## src/hw/rtl/vrp_pkg.sv

```systemverilog
`timescale 1ns / 1ps

package vrp_pkg;

    // Field widths of the voxel and placement words.
    localparam int LOCAL_W  = 8;
    localparam int COLOR_W  = 8;
    localparam int WORLD_W  = 17;

    // Configuration register widths.
    localparam int ROT_W    = 7;
    localparam int SHIFT_W  = 16;
    localparam int EXTENT_W = 9;
    localparam int CFG_IDX_W  = 3;
    localparam int CFG_DATA_W = SHIFT_W;

    // Doubled voxel center about the model center, and the sum before halving.
    localparam int CENTER_W = LOCAL_W + 3;
    localparam int SUM_W    = WORLD_W + 1;

    // Configuration register indexes.
    typedef enum logic [CFG_IDX_W-1:0] {
        CFG_ROTATION = 3'd0,
        CFG_SHIFT_X  = 3'd1,
        CFG_SHIFT_Y  = 3'd2,
        CFG_SHIFT_Z  = 3'd3,
        CFG_EXTENT_X = 3'd4,
        CFG_EXTENT_Y = 3'd5,
        CFG_EXTENT_Z = 3'd6
    } t_cfg_idx;

endpackage

```

## src/hw/rtl/vrp_voxel_if.sv

```systemverilog
`timescale 1ns / 1ps

interface vrp_voxel_if;
    import vrp_pkg::*;

    logic               valid;
    logic               ready;
    logic [LOCAL_W-1:0] local_x;
    logic [LOCAL_W-1:0] local_y;
    logic [LOCAL_W-1:0] local_z;
    logic [COLOR_W-1:0] color_index;

    modport source (output valid, local_x, local_y, local_z, color_index, input ready);
    modport sink   (input valid, local_x, local_y, local_z, color_index, output ready);
endinterface

```

## src/hw/rtl/vrp_place_if.sv

```systemverilog
`timescale 1ns / 1ps

interface vrp_place_if;
    import vrp_pkg::*;

    logic                      valid;
    logic                      ready;
    logic signed [WORLD_W-1:0] world_x;
    logic signed [WORLD_W-1:0] world_y;
    logic signed [WORLD_W-1:0] world_z;
    logic [COLOR_W-1:0]        color_out;

    modport source (output valid, world_x, world_y, world_z, color_out, input ready);
    modport sink   (input valid, world_x, world_y, world_z, color_out, output ready);
endinterface

```

## src/hw/rtl/voxel_rigid_placement_top.sv

```systemverilog
`timescale 1ns / 1ps

// Places voxels of one model into world space, one voxel word per cycle.
// The voxel channel (i_voxel) carries the local position and palette index;
// a word is taken at a clock edge where valid and ready are both high. Words
// with palette index zero are empty voxels and are dropped without a result.
// Every other word yields one placement word on o_place: the rotated,
// translated position converted from Z-up to Y-up, plus the palette index.
// The accepted word is held in the input register, and its placement is then
// presented from the output register.
// Throughput is one word per cycle while o_place.ready stays high. When the
// receiver stalls, the output register holds its word and the input register
// fills; i_voxel.ready falls only when both are full.
// Rotation code, shifts and extents are written through the plain write port
// (i_cfg_we, i_cfg_idx, i_cfg_data); the user must do so only while the block
// is idle, as the block does not enforce it. Index seven is ignored, and an
// invalid rotation code acts as the identity. Synchronous reset empties both
// registers and loads rotation code 4, zero shifts and unit extents.
module voxel_rigid_placement_top (
    input  logic                            i_clk,
    input  logic                            i_rst_n,
    vrp_voxel_if.sink                       i_voxel,
    vrp_place_if.source                     o_place,
    input  logic                            i_cfg_we,
    input  logic [vrp_pkg::CFG_IDX_W-1:0]   i_cfg_idx,
    input  logic [vrp_pkg::CFG_DATA_W-1:0]  i_cfg_data
);
    import vrp_pkg::*;

    localparam logic [1:0] AXIS_X = 2'd0;
    localparam logic [1:0] AXIS_Y = 2'd1;
    localparam logic [1:0] AXIS_Z = 2'd2;
    localparam logic [1:0] AXIS_NONE = 2'd3;

    // Configuration registers.
    logic [ROT_W-1:0]           r_rot;
    logic signed [SHIFT_W-1:0]  r_shift_x, r_shift_y, r_shift_z;
    logic [EXTENT_W-1:0]        r_ext_x, r_ext_y, r_ext_z;

    always_ff @(posedge i_clk) begin
        if (!i_rst_n) begin
            r_rot     <= ROT_W'(4);
            r_shift_x <= '0;
            r_shift_y <= '0;
            r_shift_z <= '0;
            r_ext_x   <= EXTENT_W'(1);
            r_ext_y   <= EXTENT_W'(1);
            r_ext_z   <= EXTENT_W'(1);
        end else if (i_cfg_we) begin
            unique case (i_cfg_idx)
                CFG_ROTATION: r_rot     <= i_cfg_data[ROT_W-1:0];
                CFG_SHIFT_X:  r_shift_x <= i_cfg_data;
                CFG_SHIFT_Y:  r_shift_y <= i_cfg_data;
                CFG_SHIFT_Z:  r_shift_z <= i_cfg_data;
                CFG_EXTENT_X: r_ext_x   <= i_cfg_data[EXTENT_W-1:0];
                CFG_EXTENT_Y: r_ext_y   <= i_cfg_data[EXTENT_W-1:0];
                CFG_EXTENT_Z: r_ext_z   <= i_cfg_data[EXTENT_W-1:0];
                default: ;
            endcase
        end
    end

    // Handshake: the output register moves on when empty or taken, and the
    // input register moves on whenever the output register can accept.
    logic r_s1_vld;
    logic r_out_vld;
    logic s1_adv;
    logic in_acc;

    assign s1_adv         = !r_out_vld || o_place.ready;
    assign i_voxel.ready  = !r_s1_vld || s1_adv;
    assign in_acc         = i_voxel.valid && i_voxel.ready;

    // Input register. Empty voxels never enter it.
    logic [LOCAL_W-1:0] r_lx, r_ly, r_lz;
    logic [COLOR_W-1:0] r_color;

    always_ff @(posedge i_clk) begin
        if (!i_rst_n) begin
            r_s1_vld <= 1'b0;
        end else if (i_voxel.ready) begin
            r_s1_vld <= i_voxel.valid && (i_voxel.color_index != '0);
        end
    end

    always_ff @(posedge i_clk) begin
        if (in_acc) begin
            r_lx    <= i_voxel.local_x;
            r_ly    <= i_voxel.local_y;
            r_lz    <= i_voxel.local_z;
            r_color <= i_voxel.color_index;
        end
    end

    // Doubled center about the model center: 2*local + 1 - extent.
    logic signed [CENTER_W-1:0] cen_x, cen_y, cen_z;

    assign cen_x = $signed({2'b00, r_lx, 1'b1}) - $signed({2'b00, r_ext_x});
    assign cen_y = $signed({2'b00, r_ly, 1'b1}) - $signed({2'b00, r_ext_y});
    assign cen_z = $signed({2'b00, r_lz, 1'b1}) - $signed({2'b00, r_ext_z});

    // Rotation decode. A code naming axis three for a row, or the same axis
    // for both rows, falls back to the identity with no sign flips.
    logic [1:0] ax0_code, ax1_code;
    logic       rot_ok;
    logic [1:0] ax0, ax1, ax2;
    logic [2:0] neg;

    assign ax0_code = r_rot[1:0];
    assign ax1_code = r_rot[3:2];
    assign rot_ok   = (ax0_code != AXIS_NONE) && (ax1_code != AXIS_NONE)
                   && (ax0_code != ax1_code);
    assign ax0      = rot_ok ? ax0_code : AXIS_X;
    assign ax1      = rot_ok ? ax1_code : AXIS_Y;
    assign ax2      = rot_ok ? 2'(AXIS_NONE - ax0_code - ax1_code) : AXIS_Z;
    assign neg      = rot_ok ? r_rot[6:4] : 3'b000;

    function automatic logic signed [CENTER_W-1:0] pick_axis(
        input logic [1:0]                 ax,
        input logic signed [CENTER_W-1:0] cx,
        input logic signed [CENTER_W-1:0] cy,
        input logic signed [CENTER_W-1:0] cz
    );
        logic signed [CENTER_W-1:0] res;
        unique case (ax)
            AXIS_X:  res = cx;
            AXIS_Y:  res = cy;
            AXIS_Z:  res = cz;
            default: res = cx;
        endcase
        return res;
    endfunction

    // One row: signed pick, add twice the shift, then floor-halve by
    // dropping the low bit of the two's complement sum.
    function automatic logic signed [WORLD_W-1:0] place_row(
        input logic signed [CENTER_W-1:0] v,
        input logic                       flip,
        input logic signed [SHIFT_W-1:0]  shift
    );
        logic signed [CENTER_W-1:0] sv;
        logic signed [SUM_W-1:0]    sum;
        sv  = flip ? -v : v;
        sum = $signed({{(SUM_W-CENTER_W){sv[CENTER_W-1]}}, sv})
            + $signed({shift[SHIFT_W-1], shift, 1'b0});
        return sum[SUM_W-1:1];
    endfunction

    logic signed [WORLD_W-1:0] w0, w1, w2;

    assign w0 = place_row(pick_axis(ax0, cen_x, cen_y, cen_z), neg[0], r_shift_x);
    assign w1 = place_row(pick_axis(ax1, cen_x, cen_y, cen_z), neg[1], r_shift_y);
    assign w2 = place_row(pick_axis(ax2, cen_x, cen_y, cen_z), neg[2], r_shift_z);

    // Output register. The Y-up frame takes (w0, w2, -w1 - 1), and -w1 - 1
    // is simply the bitwise complement.
    logic signed [WORLD_W-1:0] r_wx, r_wy, r_wz;
    logic [COLOR_W-1:0]        r_color_out;

    always_ff @(posedge i_clk) begin
        if (!i_rst_n) begin
            r_out_vld <= 1'b0;
        end else if (s1_adv) begin
            r_out_vld <= r_s1_vld;
        end
    end

    always_ff @(posedge i_clk) begin
        if (s1_adv && r_s1_vld) begin
            r_wx        <= w0;
            r_wy        <= w2;
            r_wz        <= ~w1;
            r_color_out <= r_color;
        end
    end

    assign o_place.valid     = r_out_vld;
    assign o_place.world_x   = r_wx;
    assign o_place.world_y   = r_wy;
    assign o_place.world_z   = r_wz;
    assign o_place.color_out = r_color_out;

    // An empty voxel must never produce a placement word.
    a_no_empty_out: assert property (@(posedge i_clk) disable iff (!i_rst_n)
        r_out_vld |-> (r_color_out != '0))
        else $error("placement word with palette index zero");

    // With the output register free, the block must take a voxel word.
    a_ready_when_free: assert property (@(posedge i_clk) disable iff (!i_rst_n)
        !r_out_vld |-> i_voxel.ready)
        else $error("voxel channel stalled with output register free");

    // A non-empty accepted voxel lands in the input register.
    a_nonempty_enters: assert property (@(posedge i_clk) disable iff (!i_rst_n)
        (in_acc && (i_voxel.color_index != '0)) |=> r_s1_vld)
        else $error("accepted voxel lost before the input register");

    // A voxel held in the input register under a stall stays there.
    a_s1_holds: assert property (@(posedge i_clk) disable iff (!i_rst_n)
        (r_s1_vld && !s1_adv) |=> (r_s1_vld && $stable(r_color)))
        else $error("input register changed during a stall");

    // Reset leaves the output register empty.
    a_reset_empty: assert property (@(posedge i_clk)
        !i_rst_n |=> !r_out_vld)
        else $error("output register valid after reset");

endmodule

```

## src/flat_wrapper.sv

```systemverilog
// flat-port wrapper written by rule: the top's interface ports become plain ports
module voxel_rigid_placement_top_flat import vrp_pkg::*;
  (i_clk, i_rst_n, i_cfg_we, i_cfg_idx, i_cfg_data, i_voxel_valid, i_voxel_local_x, i_voxel_local_y, i_voxel_local_z, i_voxel_color_index, i_voxel_ready, o_place_valid, o_place_world_x, o_place_world_y, o_place_world_z, o_place_color_out, o_place_ready);
  vrp_voxel_if i_voxel_i ();
  vrp_place_if o_place_i ();
  input  logic i_clk;
  input  logic i_rst_n;
  input  logic i_cfg_we;
  input  logic [vrp_pkg::CFG_IDX_W-1:0] i_cfg_idx;
  input  logic [vrp_pkg::CFG_DATA_W-1:0] i_cfg_data;
  input wire logic [$bits(i_voxel_i.valid)-1:0] i_voxel_valid;
  input wire logic [$bits(i_voxel_i.local_x)-1:0] i_voxel_local_x;
  input wire logic [$bits(i_voxel_i.local_y)-1:0] i_voxel_local_y;
  input wire logic [$bits(i_voxel_i.local_z)-1:0] i_voxel_local_z;
  input wire logic [$bits(i_voxel_i.color_index)-1:0] i_voxel_color_index;
  output wire logic [$bits(i_voxel_i.ready)-1:0] i_voxel_ready;
  output wire logic [$bits(o_place_i.valid)-1:0] o_place_valid;
  output wire logic [$bits(o_place_i.world_x)-1:0] o_place_world_x;
  output wire logic [$bits(o_place_i.world_y)-1:0] o_place_world_y;
  output wire logic [$bits(o_place_i.world_z)-1:0] o_place_world_z;
  output wire logic [$bits(o_place_i.color_out)-1:0] o_place_color_out;
  input wire logic [$bits(o_place_i.ready)-1:0] o_place_ready;
  assign i_voxel_i.valid = i_voxel_valid;
  assign i_voxel_i.local_x = i_voxel_local_x;
  assign i_voxel_i.local_y = i_voxel_local_y;
  assign i_voxel_i.local_z = i_voxel_local_z;
  assign i_voxel_i.color_index = i_voxel_color_index;
  assign i_voxel_ready = i_voxel_i.ready;
  assign o_place_valid = o_place_i.valid;
  assign o_place_world_x = o_place_i.world_x;
  assign o_place_world_y = o_place_i.world_y;
  assign o_place_world_z = o_place_i.world_z;
  assign o_place_color_out = o_place_i.color_out;
  assign o_place_i.ready = o_place_ready;
  voxel_rigid_placement_top u_core (.i_clk(i_clk), .i_rst_n(i_rst_n), .i_voxel(i_voxel_i), .o_place(o_place_i), .i_cfg_we(i_cfg_we), .i_cfg_idx(i_cfg_idx), .i_cfg_data(i_cfg_data));
endmodule
```

## config.mk

```make
export PLATFORM = sky130hd
export DESIGN_NAME = voxel_rigid_placement_top_flat
export DESIGN_NICKNAME = d
export VERILOG_FILES = /design/src/hw/rtl/vrp_pkg.sv /design/src/hw/rtl/vrp_voxel_if.sv /design/src/hw/rtl/vrp_place_if.sv /design/src/hw/rtl/voxel_rigid_placement_top.sv /design/src/flat_wrapper.sv
export SDC_FILE = /design/constraint.sdc
export NUM_CORES = 1
export LEC_CHECK = 0
export BUFFER_PORTS_ARGS = -buffer_cell sky130_fd_sc_hd__buf_4
export CORE_UTILIZATION = 39
export CTS_BUF_LIST = sky130_fd_sc_hd__clkbuf_16
export CTS_CLUSTER_SIZE = 20
export DETAILED_ROUTE_END_ITERATION = 8
export PLACE_DENSITY = 0.62
export SYNTH_ARGS = -nofsm -noshare
export SYNTH_HDL_FRONTEND = slang
export SYNTH_SLANG_ARGS = --single-unit
export TNS_END_PERCENT = 30
```

## constraint.sdc

```tcl
create_clock -name i_clk -period 13.5 [get_ports i_clk]
set_input_delay 0.675 -clock i_clk [delete_from_list [all_inputs] [get_ports i_clk]]
set_output_delay 0.675 -clock i_clk [all_outputs]
set_load 0.02 [all_outputs]
```

* After elaboration in Yosys (flattened, before gate mapping)
Cells that the tools add are included.
Widths: inputs -> output; s select.
** Operators by class
- $add $sub $neg :: 11
- Equality and inequality tests :: 15
- Multiplexer cells :: 10
- Bitwise gates (word level) :: 1
- Reductions and logical operators :: 18
** Operators by type and width (number)
- $pmux 11 s2 :: 3
- $add 11x17->18 :: 3
- $mux 11 :: 3
- $neg 11->11 :: 3
- $sub 9x9->10 :: 3
- $not 17->17 :: 1
- $reduce_and 2->1 :: 7
- $eq 3x3->1 const B :: 3
- $reduce_bool 8->1 :: 1
- $eq 2x1->1 const B :: 3
- $eq 2x2->1 const B :: 3
- $eq 3x2->1 const B :: 2
- $mux 2 :: 3
- $logic_and 1x1->1 :: 5
- $ne 2x2->1 const B :: 2
- $eq 3x1->1 const B :: 1
- $logic_not 3->1 :: 1
- $mux 3 :: 1
- $logic_not 1->1 :: 2
- $logic_or 1x1->1 :: 2
- $ne 2x2->1 :: 1
- $sub 2x2->2 :: 1
- $sub 2x2->2 const A :: 1
** Storage, ports and cells
- Bits in registers :: 175
- Output and inout port bits :: 61
- Logic and storage cells :: 72

* Longest topological paths before layout
Gate-level depths: netlist (run 1).
- Depth after elaboration :: 10
- Depth in mapped cells :: 26
- Mapped depth without buffers :: 25

* Least setup slack after synthesis (run 1)
OpenSTA, ideal clock, no wires.
- Path type :: flip-flop to flip-flop
- Start point :: register u_core.r_rot[2]
- End point :: register u_core.r_wy[14], in the netlist u_core.o_place.world_y[14] (data pin)
- Arrival :: 4.516 ns
- Required time :: 13.242 ns
- Setup slack :: 8.725 ns
- Stages on the path, launching flop included :: 22
- Buffers on the path :: 1
- Period minus slack after synthesis :: 4.775 ns
- Path through :: dfxtp_1 ha_1 nor2b_1 o21ai_1 o31ai_1 a21oi_1 nand2b_1 ha_1 clkbuf_1 nand2_1 o21ai_0 ha_1 nand3_1 nor4_1 a31oi_1 mux2_2 ha_1 or3_1 or3_1 a31o_1 a21oi_1 xnor2_1
** On the way
- Cells in the longest elaborated chain, start to end :: 9
- Elaborated cells on any way between the ends :: 13
- Those cells by class :: add/sub: 3; eq/ne: 4; mux: 4; reduce/logical: 2
** Ends and longest elaborated chain
- start: declaration :: line voxel_rigid_placement_top.sv:36 : logic [ROT_W-1:0] r_rot;
- start signal: assignment :: line voxel_rigid_placement_top.sv:51 : CFG_ROTATION: r_rot <= i_cfg_data[ROT_W-1:0];
- $ne 2x2->1 :: line voxel_rigid_placement_top.sv:111 : assign rot_ok = (ax0_code != AXIS_NONE) && (ax1_code != AXIS_NONE)
- $logic_and 1x1->1 :: line voxel_rigid_placement_top.sv:111
- $logic_and 1x1->1 :: line voxel_rigid_placement_top.sv:112 : && (ax0_code != ax1_code);
- $mux 2 :: line voxel_rigid_placement_top.sv:115 : assign ax2 = rot_ok ? 2'(AXIS_NONE - ax0_code - ax1_code) : AXIS_Z;
- $eq 2x2->1 or $eq 2x1->1 (tied branches) :: line voxel_rigid_placement_top.sv:125 : unique case (ax)
- $pmux 11 s2 :: line voxel_rigid_placement_top.sv:125
- $neg 11->11 :: line voxel_rigid_placement_top.sv:143 : sv = flip ? -v : v;
- $mux 11 (*) :: line voxel_rigid_placement_top.sv:143
- $add 11x17->18 (*) :: line voxel_rigid_placement_top.sv:145 : + $signed({shift[SHIFT_W-1], shift, 1'b0});
- named net u_core.w2[14] :: line voxel_rigid_placement_top.sv:149 : logic signed [WORLD_W-1:0] w0, w1, w2;
- end signal: assignment :: line voxel_rigid_placement_top.sv:171 : r_wy <= w2;
- end: declaration :: line voxel_rigid_placement_top.sv:157 : logic signed [WORLD_W-1:0] r_wx, r_wy, r_wz;
The timed path passes the listed nets; every way through them passes the cells marked *.
A chain may end at the register's enable or synchronous reset.

* Worst setup path in the final report (run 1)
- Start point :: register u_core.r_rot[0]
- End point :: register u_core.r_wx[16], in the netlist u_core.o_place.world_x[16] (data pin)
** On the way
- Cells in the longest elaborated chain, start to end :: 9
- Elaborated cells on any way between the ends :: 12
- Those cells by class :: add/sub: 2; eq/ne: 4; mux: 4; reduce/logical: 2
** Ends and longest elaborated chain
- $ne 2x2->1 :: line voxel_rigid_placement_top.sv:111
- $logic_and 1x1->1 :: line voxel_rigid_placement_top.sv:111
- $logic_and 1x1->1 :: line voxel_rigid_placement_top.sv:112
- $mux 2 :: line voxel_rigid_placement_top.sv:113 : assign ax0 = rot_ok ? ax0_code : AXIS_X;
- $eq 2x2->1 or $eq 2x1->1 (tied branches) :: line voxel_rigid_placement_top.sv:125
- $pmux 11 s2 :: line voxel_rigid_placement_top.sv:125
- $neg 11->11 :: line voxel_rigid_placement_top.sv:143
- $mux 11 (*) :: line voxel_rigid_placement_top.sv:143
- $add 11x17->18 (*) :: line voxel_rigid_placement_top.sv:145
- named net u_core.w0[16] :: line voxel_rigid_placement_top.sv:149
- end signal: assignment :: line voxel_rigid_placement_top.sv:170 : r_wx <= w0;
- end: declaration :: line voxel_rigid_placement_top.sv:157
Marked as above.

==> results of run 1 <==
==> power by group <==
part	leakage [nW]	internal (mW)	total, mW	switching, mW
combinational	2.98	0.130	0.327	0.196
clock	0.261	0.242	0.473	0.231
sequential	1.55	0.596	0.606	0.00967
total	4.79	0.969	1.41	0.437
==> cell families after synthesis <==
family                   after synthesis
AND/OR/NAND/NOR                      387
AO/OA/AOI/OAI                        305
flip-flops                           175
buffers and inverters                 90
adder cells (fa/ha/maj)               90
XOR/XNOR                              76
multiplexers                           3
==> registers in the layout (all words and copies together) (netlist names) <==
name                      count
u_core.o_place.color_out      8
u_core.o_place.valid          1
u_core.o_place.world_x       17
u_core.o_place.world_y       17
u_core.o_place.world_z       17
u_core.r_color                8
u_core.r_ext_x                9
u_core.r_ext_y                9
u_core.r_ext_z                9
u_core.r_lx                   8
u_core.r_ly                   8
u_core.r_lz                   8
u_core.r_rot                  7
u_core.r_s1_vld               1
u_core.r_shift_x             16
u_core.r_shift_y             16
u_core.r_shift_z             16
==> layout make-up <==
cell class | instances | area, sq um
Clock buffer | 17 | 425
Clock inverter | 15 | 125
Fill cell | 2560 | 14000
Inverter | 60 | 225
Multi-Input combinational cell | 861 | 5680
Sequential cell | 175 | 4410
Tap cell | 335 | 419
Timing Repair Buffer | 118 | 886
==> per-layer routing <==
metal	part of all wire [%]	global-route usage (%)	vias up
li1	-	-	4227
met3	3.5	2.72	38
met5	0	0	-
met2	47	33.0	187
met1	47	25.1	3876
met4	2.4	6.82	0
==> per-stage QoR <==
stage / power (mW) / setup WS (ns) / instances / utilization [%]
after floorplan: 0.839 / 8.73 / 1126 / -
after global placement: 0.941 / 8.14 / 1549 / 44.5
after detailed placement: 0.944 / 8.04 / 1549 / 44.5
after CTS: 1.42 / 8.03 / 1581 / 46.6
after global routing: 1.47 / 7.49 / 1581 / 46.6
final: 1.41 / 7.97 / 1581 / 46.6
==> worst paths after layout <==
check,from,endpoint
worst min register to register,u_core.r_color[5]$_DFFE_PP_,u_core.o_place.color_out[5]$_DFFE_PP_
worst max register to register,u_core.r_rot[0]$_SDFFE_PN0P_,u_core.o_place.world_x[16]$_DFFE_PP_
worst max-delay path,u_core.r_rot[0]$_SDFFE_PN0P_,u_core.o_place.world_x[16]$_DFFE_PP_
worst min-delay path,i_voxel_local_x[4],u_core.r_lx[4]$_DFFE_PP_
==> critical path, cell delays in order, from the launching register on <==
cell      delay, ns
dfxtp_1        0.34
ha_1           0.32
nor2b_1        0.05
o21ai_1        0.12
o31ai_1        0.11
a21oi_1        0.47
nand2_1        0.15
ha_1           0.61
nor2_1         0.17
a222oi_1       0.68
nand2_1        0.19
nor4_1         0.38
a211oi_1       0.13
a21o_1         0.27
ha_1           0.38
nand2_1        0.10
a2111o_1       0.33
nand3_1        0.11
a31oi_1        0.12
o221a_2        0.26
==> cell usage in the layout (no fill, tap or decap), types with 30 or more instances in the layout <==
| master | instances |
|---|---|
| ha_1 | 84 |
| buf_4 | 118 |
| xor2_1 | 30 |
| a21boi_0 | 60 |
| inv_1 | 56 |
| edfxtp_1 | 91 |
| xnor2_1 | 46 |
| nor2_1 | 54 |
| a21oi_1 | 48 |
| dfxtp_1 | 84 |
| nand2_1 | 219 |
==> results.json, run 1 <==
{
  "clk_pin_slew_ns": 0.07,
  "cts_root_buf": "clkbuf_16",
  "die_y_um": 165,
  "finalSetupTns_ns": 0,
  "yosysUniqueCellTypes": 67,
  "cts_tree": "done",
  "synth_largest_area_cell": "edfxtp_1",
  "clk_path_buf_depth": 2,
  "dp_hpwl_mm": 19.7,
  "pin_count": 117,
  "core_sq_um": 26100,
  "synth_nets": 1272,
  "max_freq_mhz": 181,
  "violations": "design-rule violations",
  "ys.flop_type": "edfxtp_1",
  "avgSynthCellArea_sq_um": 9.26,
  "antenna_found_initial": 0,
  "synth_top_area_share_pct": 26.2,
  "peakVddDrop_mv": 0.0620,
  "wirelength_mm": 26.1,
  "synth_edf_count": 91,
  "power.leakage_nw": 4.79,
  "synth_commonest_cells": "nand2_1, edfxtp_1, dfxtp_1, ha_1, a21boi_0",
  "yosysMostFrequentCell": "nand2_1",
  "yosysSeqAreaShare_pct": 42.4,
  "fin_area_sq_um": 12200,
  "worstHoldPathType": "in2reg",
  "numCtsBuffers": 17,
  "h-tree-depth": 4,
  "yosys.area_share.simple_pct": 16.2,
  "final-setup-viol-count": 0,
  "status": "complete, but fails checks",
  "post_cts_buffers": 0,
  "synthCells": 1126,
  "synthXorXnorAreaFrac_pct": 6.39,
  "synth_top_family_by_area": "compound AO/OA/AOI/OAI gates",
  "initial_core_util_pct": 39.9,
  "slew_headroom_pct": 17.3,
  "rrSetupSlack_ns": 7.97,
  "slew_violations": 0,
  "gp_congestion": 0.915,
  "drive_gt1_share_pct": 13.2,
  "drtIter0Drc": 539,
  "start_kind": "flip-flop",
  "drc_errors": 22,
  "worst-r2r-cell-count": 19,
  "rsz0062_at_grt": "no",
  "dr.pass1.iters": 7,
  "muxShareOfSynthArea_pct": 0.312,
  "finalCriticalPeriod_ns": 5.53,
  "wire_per_inst_um": 16.5,
  "cts.sinks": 175,
  "synth_area_leaders": "edfxtp_1, dfxtp_1, ha_1",
  "grt_max_degree": 85,
  "crit_type": "reg2reg",
  "grt_overflow": 0,
  "synth_area_sq_um": 10400,
  "vias_per_cell": 5.27,
  "diodes": 0,
  "hold_path_depth": 1,
  "worstSkewPairLatency_ns": 0.43,
  "nets": 1379,
  "vias": 8328,
  "worstPathArrival_ns": 5.71,
  "fp-row-count": 59,
  "grt_pass1_wl_mm": 40.5,
  "fin_skew_ns": 0.0120,
  "placed_area_sq_um": 11600,
  "synth_async_sr_flop_share_pct": 0,
  "whs_ns": 0.418,
  "die_area_sq_um": 27400,
  "end_kind": "flip-flop",
  "cp_max_fo": 17,
  "grt_usage_pct": 19.5,
  "synth_warnings": 0,
  "die_w_um": 165,
  "required_ns": 13.69,
  "portBuffers": 116,
  "area_delta_synth_final_pct": 16.8,
  "drv_cap": 0,
  "grt_pass1_vias": 7692,
  "tightest_slew_ns": 1.24,
  "fin_crit_sh_pct": 40.9,
  "ys_ff_latch": 175,
  "power.density_nw_per_um2": 115,
  "hold_viol_final": 0,
  "cts_hold_buffers": 0,
  "cts_resized": 0,
  "synth_compound_area_share_pct": 20.2,
  "synth_fa_ha_area_share_pct": 11.2,
  "detail-route-antenna-nets": 0
}
Note: power is estimated with default switching activity, not from simulation.
==> run 2, diff against run 1 <==
--- a/config.mk
+++ b/config.mk
@@ -5,6 +5,7 @@
 export SDC_FILE = /design/constraint.sdc
 export NUM_CORES = 1
 export LEC_CHECK = 0
+export ABC_AREA = 1
 export BUFFER_PORTS_ARGS = -buffer_cell sky130_fd_sc_hd__buf_4
 export CORE_UTILIZATION = 39
 export CTS_BUF_LIST = sky130_fd_sc_hd__clkbuf_16
==> constraint.sdc (replaced) <==
create_clock -name i_clk -period 5.6 [get_ports i_clk]
set_input_delay 0.28 -clock i_clk [delete_from_list [all_inputs] [get_ports i_clk]]
set_output_delay 0.28 -clock i_clk [all_outputs]
set_load 0.02 [all_outputs]
==> results.json, run 2 <==
{
  "status": "complete, but fails checks",
  "violations": "design-rule violations",
  "avgSynthCellArea_sq_um": 8.02,
  "gp_congestion": 0.937,
  "synth_largest_area_cell": "edfxtp_1",
  "wire_per_inst_um": 15.1,
  "ys_ff_latch": 175,
  "synth_area_sq_um": 10500,
  "max_freq_mhz": 208,
  "finalCriticalPeriod_ns": 4.82,
  "synthCells": 1313,
  "rsz0062_at_grt": "no",
  "final_cells": 1767,
  "setup_ws_ns": 0.781,
  "die_area_sq_um": 27600,
  "fin_skew_ns": 0.0126,
  "pre_cts_slack_ns": 0.879,
  "nets": 1565,
  "synth_async_sr_flop_share_pct": 0,
  "fin_crit_sh_pct": 86.0,
  "synth_area_leaders": "edfxtp_1, dfxtp_1, ha_1",
  "yosysMostFrequentCell": "nand2_1",
  "met2_length_mm": 12.0,
  "drv_cap": 0,
  "tightest_slew_ns": 1.05,
  "detail-route-antenna-nets": 0,
  "die_y_um": 166,
  "worstPathArrival_ns": 5.00,
  "post_cts_buffers": 0,
  "fillers": 2600,
  "die_w_um": 166,
  "synth_commonest_cells": "nand2_1, nor2_1, inv_1, nand3_1, o21ai_0",
  "final-setup-viol-count": 0,
  "cts.sinks": 175,
  "dp_hpwl_mm": 20.0,
  "clk_path_buf_depth": 2,
  "slew_violations": 0,
  "numCtsBuffers": 17,
  "vias_per_cell": 5.05,
  "grt_max_degree": 84,
  "antenna_found_initial": 0,
  "area_delta_synth_final_pct": 16.5,
  "place_inst": 1735,
  "cts_hold_buffers": 0,
  "crit_type": "reg2reg",
  "portBuffers": 116,
  "hold_viol_final": 0,
  "yosysUniqueCellTypes": 48,
  "cts_tree": "done",
  "wirelength_mm": 26.8,
  "core_sq_um": 26300,
  "pin_count": 117,
  "drive_gt1_share_pct": 12.3,
  "finalSetupTns_ns": 0,
  "worstHoldPathType": "in2reg",
  "final_cell_mix": "nand2_1, nor2_1, inv_1, buf_4, nand3_1",
  "synth_top_area_share_pct": 26.0,
  "initial_core_util_pct": 40.0,
  "yosysSeqAreaShare_pct": 41.9,
  "drc_errors": 12,
  "p_total_mw": 3.71,
  "rrSetupSlack_ns": 0.78,
  "h-tree-depth": 4,
  "diodes": 0,
  "cts_resized": 0,
  "power.leakage_nw": 5.62,
  "vias": 8925,
  "slew_headroom_pct": 29.4,
  "final_common_cell": "nand2_1",
  "clk_pin_slew_ns": 0.07,
  "grt_overflow": 0,
  "grt_pass1_wl_mm": 43.3,
  "grt_pass1_vias": 8318,
  "start_kind": "flip-flop",
  "grt_usage_pct": 19.8,
  "power.density_nw_per_um2": 302,
  "cp_max_fo": 11,
  "end_kind": "flip-flop",
  "drtIter0Drc": 590,
  "highest_layer": "met4",
  "fp-row-count": 59,
  "cts_root_buf": "clkbuf_16",
  "wl_met1_mm": 13.0,
  "ys.flop_type": "edfxtp_1",
  "worstSkewPairLatency_ns": 0.44,
  "required_ns": 5.78,
  "wl_met3_mm": 1.33,
  "synth_warnings": 0,
  "synth_nets": 1459,
  "peakVddDrop_mv": 0.135,
  "dr.pass1.iters": 7,
  "synth_edf_count": 91
}
-- run 2: cell types whose count changed after synthesis, moves of 15 or more --
cell | previous run | this run
nor2_1 | 54 | 165
inv_1 | 56 | 147
nand2_1 | 219 | 251
a21boi_0 | 60 | 1
a21oi_1 | 48 | 81
nand2b_1 | 21 | 1
a21boi_1 | 23 | 1
nor2b_1 | 15 | 0
nand3_1 | 28 | 112
o21ai_0 | 28 | 102
xnor2_1 | 46 | 24
-- run 2: path summary, 6_finish.rpt --
path / from / end / cells after the start
hold reg to reg: u_core.r_color[4]$_DFFE_PP_ / u_core.o_place.color_out[4]$_DFFE_PP_ / 0
setup / recovery: u_core.r_rot[0]$_SDFFE_PN0P_ / u_core.o_place.world_y[15]$_DFFE_PP_ / 26
hold / removal: i_voxel_local_y[4] / u_core.r_ly[4]$_DFFE_PP_ / 1
setup reg to reg: u_core.r_rot[0]$_SDFFE_PN0P_ / u_core.o_place.world_y[15]$_DFFE_PP_ / 26
-- run 2: area by class of cell --
| class | count | area (sq um) | share of cell area (%) |
|---|---|---|---|
| Clock buffer | 17 | 425 | 3.47 |
| Clock inverter | 15 | 153 | 1.24 |
| Inverter | 154 | 581 | 4.73 |
| Multi-Input combinational cell | 953 | 5390 | 43.9 |
| Sequential cell | 175 | 4410 | 36.0 |
| Tap cell | 335 | 419 | 3.42 |
| Timing Repair Buffer | 118 | 886 | 7.22 |
-- run 2: per-layer routing --
layer  global-route usage, %  vias to the layer above
li1                        -                     4588
met1                    27.6                     4063
met2                    31.9                      244
met3                    2.84                       30
met4                    5.31                        0
met5                       0                        -
-- run 2: critical path, stage by stage, from the launching register on --
cell       delay, ns
dfxtp_1         0.33
ha_1            0.31
inv_1           0.05
nand2_1         0.09
nand2_2         0.08
nor2_1          0.14
inv_1           0.06
ha_1            0.49
clkinv_1        0.33
nand3_1         0.17
nand2_1         0.10
ha_1            0.22
nand2_1         0.07
nor2_1          0.05
nand3_1         0.11
nor2_1          0.05
nand3_1         0.10
nor2_1          0.05
o21ai_1         0.53
ha_1            0.41
nand2_1         0.11
nor2_1          0.06
nand3_1         0.07
o2111ai_1       0.20
nand4_1         0.14
nand3_1         0.09
xor2_1          0.16
-- run 2: through the flow --
step / hold slack (ns) / area (sq um) / util, %
after CTS: 0.00226 / 12300 / 46.7
after global placement: 0.402 / 11700 / 44.5
after detailed placement: 0.405 / 11700 / 44.5
after global routing: 0.00118 / 12300 / 46.7
after floorplan: 0.379 / 10500 / -
final: 0.0156 / 12300 / 46.7
-- run 2: logic make-up after synthesis --
family | synth area share, %
flops | 41.9
compound gates | 12.3
simple gates | 22.4
buf+inv | 6.97
fa+ha+maj | 11.1
xor+xnor | 5.31
-- run 2: report_power, final --
part | switching (mW) | internal (mW)
Combinational | 0.646 | 0.364
Sequential | 0.0267 | 1.47
Clock | 0.573 | 0.629
==> run 3, diff against run 2 <==
--- a/config.mk
+++ b/config.mk
@@ -11,7 +11,6 @@
 export CTS_BUF_LIST = sky130_fd_sc_hd__clkbuf_16
 export CTS_CLUSTER_SIZE = 20
 export DETAILED_ROUTE_END_ITERATION = 8
-export PLACE_DENSITY = 0.62
 export SYNTH_ARGS = -nofsm -noshare
 export SYNTH_HDL_FRONTEND = slang
 export SYNTH_SLANG_ARGS = --single-unit
==> results.json, run 3 (same netlist as run 2, synthesis figures left out) <==
{
  "status": "complete, but fails checks",
  "violations": "design-rule violations",
  "cts_hold_buffers": 5,
  "crit_type": "reg2reg",
  "drive_gt1_share_pct": 12.2,
  "busiest_layer": "met2",
  "wire_per_inst_um": 15.1,
  "grt_pass1_vias": 8469,
  "max_freq_mhz": 213,
  "clk_pin_slew_ns": 0.07,
  "cts.sinks": 175,
  "fin_area_sq_um": 12300,
  "drtIter0Drc": 607,
  "antenna_found_initial": 1,
  "diodes": 0,
  "finalSetupTns_ns": 0,
  "core_sq_um": 26300,
  "grtUsageMet3_pct": 2.69,
  "grt_overflow": 0,
  "tightest_slew_ns": 1.03,
  "final_cells": 1772,
  "path_delay_family": "simple AND/OR/NAND/NOR gates",
  "cp_max_fo": 11,
  "required_ns": 5.79,
  "slew_headroom_pct": 31.3,
  "gp_congestion": 0.945,
  "area_delta_synth_final_pct": 17.1,
  "fin_skew_ns": 0.00911,
  "dp_hpwl_mm": 20.1,
  "detail-route-antenna-nets": 0,
  "worstPathArrival_ns": 4.88,
  "power.density_nw_per_um2": 301,
  "grt_pass1_wl_mm": 43.7,
  "grt_use_met1_pct": 27.5,
  "fin_crit_sh_pct": 83.8,
  "grt_usage_pct": 19.9,
  "final_common_cell": "nand2_1",
  "vias_per_cell": 5.05,
  "cp_num_buf_inv": 3,
  "rsz0062_at_grt": "no",
  "power.leakage_nw": 5.65,
  "worstHoldPathType": "in2reg",
  "cts_tree": "done",
  "post_cts_buffers": 0,
  "die_w_um": 166,
  "grt_max_degree": 84,
  "end_kind": "flip-flop",
  "grt_util_met2_pct": 32.2,
  "portBuffers": 116,
  "slew_violations": 0,
  "final-setup-viol-count": 0,
  "nets": 1570,
  "vias": 8954,
  "finalCriticalPeriod_ns": 4.69,
  "placed_area_sq_um": 11700,
  "initial_core_util_pct": 40.0,
  "h-tree-depth": 4,
  "drv_cap": 0,
  "fp-row-count": 59,
  "numCtsBuffers": 17,
  "cp_slowest_stage_delay_ns": 0.50,
  "slowest_stage": "o21ai_1",
  "dr.pass1.iters": 7,
  "peakVddDrop_mv": 0.169,
  "die_area_sq_um": 27600,
  "cts_root_buf": "clkbuf_16",
  "wirelength_mm": 26.7,
  "final_cell_mix": "nand2_1, nor2_1, inv_1, buf_4, nand3_1",
  "place_inst": 1735,
  "drc_errors": 9,
  "worstSkewPairLatency_ns": 0.43,
  "start_kind": "flip-flop",
  "cts_resized": 0,
  "clk_path_buf_depth": 2,
  "pin_count": 117,
  "die_y_um": 166,
  "hold_viol_final": 0
}
[run 3: final cells by class]
cell class | count | area [sq um]
clock buffers | 17 | 425
clock inverters | 15 | 159
fillers | 2619 | 14000
inverters | 154 | 581
multi-input cells | 953 | 5390
flip-flops and latches | 175 | 4410
well taps | 335 | 419
repair buffers | 123 | 936
[run 3: worst paths after layout]
kind / from / end / slack [ns] / depth (start not counted)
worst max-delay path: u_core.r_rot[0]$_SDFFE_PN0P_ / u_core.o_place.world_y[15]$_DFFE_PP_ / 0.91 / 26
worst min-delay path: i_voxel_local_y[4] / u_core.r_ly[4]$_DFFE_PP_ / 0.02 / 1
worst max register to register: u_core.r_rot[0]$_SDFFE_PN0P_ / u_core.o_place.world_y[15]$_DFFE_PP_ / 0.91 / 26
worst min register to register: u_core.r_color[1]$_DFFE_PP_ / u_core.o_place.color_out[1]$_DFFE_PP_ / 0.42 / 0
[run 3: worst reg2reg max path: stages, from the launching register on]
cell	delay [ns]
dfxtp_1	0.34
ha_1	0.31
inv_1	0.04
nand2_1	0.08
nand2_2	0.08
nor2_1	0.14
inv_1	0.06
ha_1	0.48
clkinv_1	0.31
nand3_1	0.17
nand2_1	0.09
ha_1	0.22
nand2_1	0.07
nor2_1	0.05
nand3_1	0.10
nor2_1	0.05
nand3_1	0.10
nor2_1	0.05
o21ai_1	0.50
ha_1	0.40
nand2_1	0.11
nor2_1	0.06
nand3_1	0.08
o2111ai_1	0.20
nand4_1	0.13
nand3_1	0.08
xor2_1	0.14
[run 3: metal layers]
metal,vias up,wire length (um)
met5,-,0
met4,0,478
met3,33,1110
met2,224,12100
met1,4087,13000
li1,4610,-
[run 3: where the power goes]
part / switching [mW] / internal (mW)
Clock: 0.543 / 0.664
Sequential: 0.0269 / 1.47
Combinational: 0.642 / 0.366
[run 3: stage by stage]
stage	power [mW]	utilization [%]	hold WS (ns)	setup slack [ns]
2_1_floorplan	2.23	-	0.379	1.66
3_3_place_gp	2.52	44.5	0.401	1.07
3_5_place_dp	2.52	44.5	0.406	0.978
4_1_cts	3.74	46.9	0.00147	0.968
5_1_grt	3.92	46.9	0.00275	0.429
6_report	3.71	46.9	0.0174	0.909
